File: src/rtl/crd_pkg.sv
// Shared types, widths and helpers of the camera ray direction block.
package crd_pkg;

  localparam int COMP_W    = 21;
  localparam int CFG_W     = 3 * COMP_W;
  localparam int CFG_IDX_W = 2;
  localparam int UV_W      = 17;
  localparam int OUT_W     = 16;
  localparam int OUT_FRAC  = 14;
  localparam int OUT_ONE   = 1 << OUT_FRAC;
  localparam int NORM_W    = 30;
  localparam int RAD_W     = 2 * NORM_W + 2;
  localparam int ROOT_W    = RAD_W / 2;
  localparam int Q_W       = OUT_FRAC + 1;
  localparam int SQRT_PER  = 4;
  localparam int DIV_PER   = 4;

  localparam int DEF_UV_FRAC_BITS = 16;

  typedef enum logic [CFG_IDX_W-1:0] {
    REG_CORNER = 2'd0,
    REG_HSPAN  = 2'd1,
    REG_VSPAN  = 2'd2
  } cfg_reg_e;

  typedef struct packed {
    logic [UV_W-1:0] screen_u;
    logic [UV_W-1:0] screen_v;
  } ray_in_t;

  typedef struct packed {
    logic signed [OUT_W-1:0] dir_x;
    logic signed [OUT_W-1:0] dir_y;
    logic signed [OUT_W-1:0] dir_z;
    logic                    degenerate;
  } ray_out_t;

  // Normalized magnitudes with their signs, carried beside the length math.
  typedef struct packed {
    logic [2:0][NORM_W-1:0] mag;
    logic [2:0]             neg;
    logic                   degen;
  } norm_t;

  function automatic logic signed [COMP_W-1:0] comp_of(logic [CFG_W-1:0] r, int idx);
    comp_of = r[idx*COMP_W +: COMP_W];
  endfunction

endpackage

File: src/rtl/crd_sqrt.sv
// Pipelined integer square root with a sideband word carried alongside.
module crd_sqrt
  import crd_pkg::*;
(
  input  logic              clk_i,
  input  logic              rst_ni,
  input  logic              valid_i,
  output logic              ready_o,
  input  logic [RAD_W-1:0]  rad_i,
  input  norm_t             side_i,
  output logic              valid_o,
  input  logic              ready_i,
  output logic [ROOT_W-1:0] root_o,
  output norm_t             side_o
);

  localparam int STEPS = ROOT_W;
  localparam int NST   = (STEPS + SQRT_PER - 1) / SQRT_PER;
  localparam int REM_W = ROOT_W + 3;

  logic [REM_W-1:0]  rem_s  [NST+1];
  logic [ROOT_W-1:0] root_s [NST+1];
  logic [RAD_W-1:0]  rad_s  [NST+1];
  norm_t             side_s [NST+1];
  logic [NST:0]      v_s;
  logic [NST+1:1]    rdy;

  assign rem_s[0]  = '0;
  assign root_s[0] = '0;
  assign rad_s[0]  = rad_i;
  assign side_s[0] = side_i;
  assign v_s[0]    = valid_i;
  assign rdy[NST+1] = ready_i;
  assign ready_o   = rdy[1];
  assign valid_o   = v_s[NST];
  assign root_o    = root_s[NST];
  assign side_o    = side_s[NST];

  for (genvar k = 1; k <= NST; k++) begin : g_stage
    logic [REM_W-1:0]  rem_d;
    logic [ROOT_W-1:0] root_d;
    logic [RAD_W-1:0]  rad_d;

    assign rdy[k] = !v_s[k] || rdy[k+1];

    always_comb begin
      logic [REM_W-1:0] sh;
      logic [REM_W-1:0] trial;
      rem_d  = rem_s[k-1];
      root_d = root_s[k-1];
      rad_d  = rad_s[k-1];
      for (int j = 0; j < SQRT_PER; j++) begin
        if ((k - 1) * SQRT_PER + j < STEPS) begin
          sh    = {rem_d[REM_W-3:0], rad_d[RAD_W-1:RAD_W-2]};
          trial = REM_W'({root_d, 2'b01});
          rad_d = {rad_d[RAD_W-3:0], 2'b00};
          if (sh >= trial) begin
            rem_d  = sh - trial;
            root_d = {root_d[ROOT_W-2:0], 1'b1};
          end else begin
            rem_d  = sh;
            root_d = {root_d[ROOT_W-2:0], 1'b0};
          end
        end
      end
    end

    always_ff @(posedge clk_i or negedge rst_ni) begin
      if (!rst_ni) begin
        v_s[k] <= 1'b0;
      end else if (rdy[k]) begin
        v_s[k] <= v_s[k-1];
      end
    end

    always_ff @(posedge clk_i) begin
      if (rdy[k] && v_s[k-1]) begin
        rem_s[k]  <= rem_d;
        root_s[k] <= root_d;
        rad_s[k]  <= rad_d;
        side_s[k] <= side_s[k-1];
      end
    end
  end

endmodule

File: config.mk
export PLATFORM = sky130hd
export DESIGN_NAME = crd_sqrt
export DESIGN_NICKNAME = d
export VERILOG_FILES = /design/src/rtl/crd_pkg.sv /design/src/rtl/crd_sqrt.sv
export SDC_FILE = /design/constraint.sdc
export NUM_CORES = 2
export LEC_CHECK = 0
export BUFFER_PORTS_ARGS = -buffer_cell sky130_fd_sc_hd__buf_2
export CAP_MARGIN = 30
export CELL_PAD_IN_SITES_DETAIL_PLACEMENT = 1
export CELL_PAD_IN_SITES_GLOBAL_PLACEMENT = 1
export CORE_UTILIZATION = 50
export DETAILED_ROUTE_END_ITERATION = 8
export MAX_ROUTING_LAYER = met4
export PLACE_DENSITY = 0.76
export SETUP_SLACK_MARGIN = 0.5
export SLEW_MARGIN = 0
export SYNTH_ARGS = -nofsm -noshare
export SYNTH_HDL_FRONTEND = slang
export SYNTH_SLANG_ARGS = --single-unit
File: constraint.sdc
create_clock -name clk_i -period 15.3 [get_ports clk_i]
set_clock_uncertainty 0.05 [all_clocks]
set_input_delay 1.53 -clock clk_i [delete_from_list [all_inputs] [get_ports clk_i]]
set_output_delay 1.53 -clock clk_i [all_outputs]
set_load 0.005 [all_outputs]
==> impl_metrics.csv <==
group,metric,value,unit
run_status,status,"finished clean",
synthesis,synth-seq-area-share,48.4,%
synthesis,syn-cell-area,83000,um2
synthesis,synthMuxAreaShare,1.86,%
detailed_routing,vias,65028,
cells_and_area,layout-drive-gt1-share,10.3,%
place,place_area,86100,um2
power,swShare,41.3,%
clocking,root_buffer,"clkbuf_16",
timing,whs,346,ps
critical_path,required,15800,ps
synthesis,synth_top_area_share,48.1,%
clocking,h-tree-depth,4,
critical_path,max_stage_delay,620,ps
timing,tightest_slew,1030,ps
synthesis,synthXorXnorAreaFrac,7.07,%
power,power_frac_seq,34.5,%
die,initial_core_util,50.3,%
cells_and_area,fillers,17899,
synthesis,synthArstFlopShare,0.598,%
place,place_congestion,0.971,
clocking,cts_tree,"built",
power,peakVddDrop,0.118,mV
synthesis,netlist_instances,7838,
critical_path,regToRegSetupSlack,1420,ps
die,coreArea,165000,um2
global_route,grt.total_usage,33.1,%
die,die_h,409,um
synthesis,ys_types,120,
synthesis,synthTopCellsByCount,"1329 x edfxtp_1, 610 x a21oi_1, 572 x nand2_1",
synthesis,avgSynthCellArea,10.6,um2
worst_hold_path,whs_path_depth,0,
critical_path,worstSetupEndpointType,"register",
cells_and_area,finalInstanceArea,91200,um2
worst_hold_path,min_from,"side_s[286]",
global_route,antenna_found_initial,51,
timing,tns,0,ps
critical_path,cp_max_fo,31,
timing,slew_violations,0,
power,power_density,182,nW/um2
synthesis,synth_top_family_by_area,"compound AO/OA/AOI/OAI gates",
power,power.switching,0.00684,W
critical_path,start_kind,"register",
timing,fin_crit,13880,ps
synthesis,ys_top_cells_by_area,"edfxtp_1 48%, ha_1 8.0%, xnor2_1 4.6%",
synthesis,ys_ff_latch,1337,
die,num_rows,149,
timing,fmax,72.1,MHz
power,p_comb_share,44.1,%
place,dp_hpwl,210000,um
detailed_routing,routed_wl,279000,um
timing,rsz0062_at_grt,"false",
synthesis,synth_compound_area_share,16.1,%
detailed_routing,drtAntennaViolNets,0,
clocking,numCtsBuffers,145,
critical_path,critPathSlowestCell,"edfxtp_1",
global_route,overflow,0,
place,dp.cells,10073,
synthesis,yosysMostFrequentCell,"edfxtp_1",
clocking,clkTransAtPathRegs,60,ps
clocking,cts.path.max_buffers,3,
critical_path,arrival,14380,ps
power,total_power,0.0166,W
global_route,grt_max_degree,68,
critical_path,r2r_cells,53,
cells_and_area,syn_to_final_growth,9.91,%
detailed_routing,drt-met1-wl,125000,um
die,die_area,168000,um2
global_route,grt_pass1_vias,64770,
synthesis,synth_edf_count,1329,
clocking,cts_hold_buf,0,
timing,hold_viol_final,0,
power,leakagePower,35.8,nW
critical_path,r2r_end,"rem_s[79]",
clocking,clk_latency,810,ps
synthesis,synth_adder_area_share,7.96,%
run,maxCapViolCount,0,
timing,relSlewSlack,31.1,%
critical_path,critical_path_class,"register to register",
power,clkPwrFrac,21.4,%
detailed_routing,routed-wl-met2,130000,um
power,p_int,0.00973,W
detailed_routing,highest_layer,"met4",
synthesis,synth-main-ff-cell,"edfxtp_1",
synthesis,synth_top_cell_by_area,"edfxtp_1",
place,port_buffers,286,
critical_path,cp_common_cell,"a21o_1",
worst_hold_path,min_path_type,"register to register",
detailed_routing,avgViaCountPerCell,6.27,
die,die_w,409,um
timing,setup_viol,0,
detailed_routing,dr.first_iter.drc_count,5503,
detailed_routing,dr_wl_met3,14900,um
cells_and_area,final_cells,10367,
detailed_routing,drc,0,
detailed_routing,wl_per_cell,26.9,um
timing,fin_crit_sh,90.7,%
clocking,cts.sinks,1337,
cells_and_area,fin_nets,8727,
critical_path,reg2reg_from,"root_s[96]",
die,io_pins,287,
detailed_routing,dr.pass1.iters,6,
synthesis,synth-simple-area-share,14.9,%
worst_hold_path,min_to,"side_s[192]",
global_route,grt_pass1_wl,410000,um
synthesis,yosys_warnings,0,
## worst max path at each step
stage                      startpoint    endpoint  slack, ps  cells past startpoint
final                      root_s[96]   rem_s[79]       1420                     53
after global routing       root_s[96]   rem_s[79]        470                     53
after CTS                  root_s[64]   rem_s[51]        580                     50
after detailed placement  root_s[133]  rem_s[118]        270                     47
after global placement    root_s[133]  rem_s[113]        540                     47
after floorplan            rem_s[128]   rem_s[71]       2690                     55
## worst max-delay path, delay by kind of cell, from the launching register on
kind	cells	cell delay, ps
AO/OA/AOI/OAI	26	6340
buffers and inverters	9	2270
AND/OR/NAND/NOR	12	2200
adder cells (fa/ha/maj)	4	1530
flip-flops	1	620
multiplexers	2	580
## metal layers
metal  GRT usage [%]  vias to the layer above
met4            10.5                        0
li1                -                    29796
met1            45.3                    32597
met2            51.8                     2169
met5               -                        -
met3            3.40                      466
## metrics by stage
step | setup slack, ps | utilization, %
4_1_cts | 578 | 55.2
3_5_place_dp | 266 | 52.3
3_3_place_gp | 543 | 52.2
5_1_grt | 472 | 55.3
2_1_floorplan | 2690 | -
6_report | 1420 | 55.3
## power groups by stage
stage               sequential [W]  clock, W  combinational, W
finish                     0.00572   0.00355           0.00731
detailed placement         0.00574         0           0.00706
global route               0.00576   0.00370           0.00788
floorplan                  0.00554         0           0.00515
global placement           0.00568         0           0.00685
CTS                        0.00570   0.00358           0.00717
## registers in the layout, indices dropped and copies added, names as in the netlist
name and count:
side_s 658, rem_s 224, g_stage.rad_d 156, root_s 112, side_o 94, rad_s 40
root_o 31, g_stage.$8.sh 14, v_s 7, valid_o 1
## logic make-up after synthesis
group	after synthesis
and+or+nand+nor	2421
buffers and inverters	692
muxes	141
AOI/OAI and AO/OA	2049
xor gates and xnor gates	669
adders and majority gates	528
other	1
DFF	1337
## cells in the final DEF, fill, tap and decap left out, drive strengths merged, types with 77 or more instances in the layout
master	instances
edfxtp	1329
a21oi	610
nand2	575
nor2	561
ha	528
xnor2	439
o21ai	423
inv	385
buf	361
a21o	233
xor2	230
nor3	200
nand3	177
clkbuf	164
nand4	121
nand2b	109
nor4	108
mux2	105
nor2b	86
and2	77
## layout make-up
| cell class | count | area, um2 | area share [%] |
|---|---|---|---|
| sequential | 1337 | 40100 | 44.0 |
| antenna | 27 | 67.6 | 0.0741 |
| timing repair inverter | 1 | 7.51 | 0.00823 |
| inverter | 380 | 1430 | 1.57 |
| clock buffer | 164 | 3720 | 4.08 |
| timing repair buffer | 362 | 2160 | 2.37 |
| clock inverter | 95 | 1040 | 1.14 |
| tap | 2189 | 2740 | 3.00 |
| multi-input combinational | 5812 | 39900 | 43.8 |
## repair_timing
action,CTS,global route
buffers inserted,0,0
pin swaps,0,0
gates resized for setup,1,10
cloned,0,1
endpoints found under the setup margin,4,80
(Power assumes the default switching activity.)
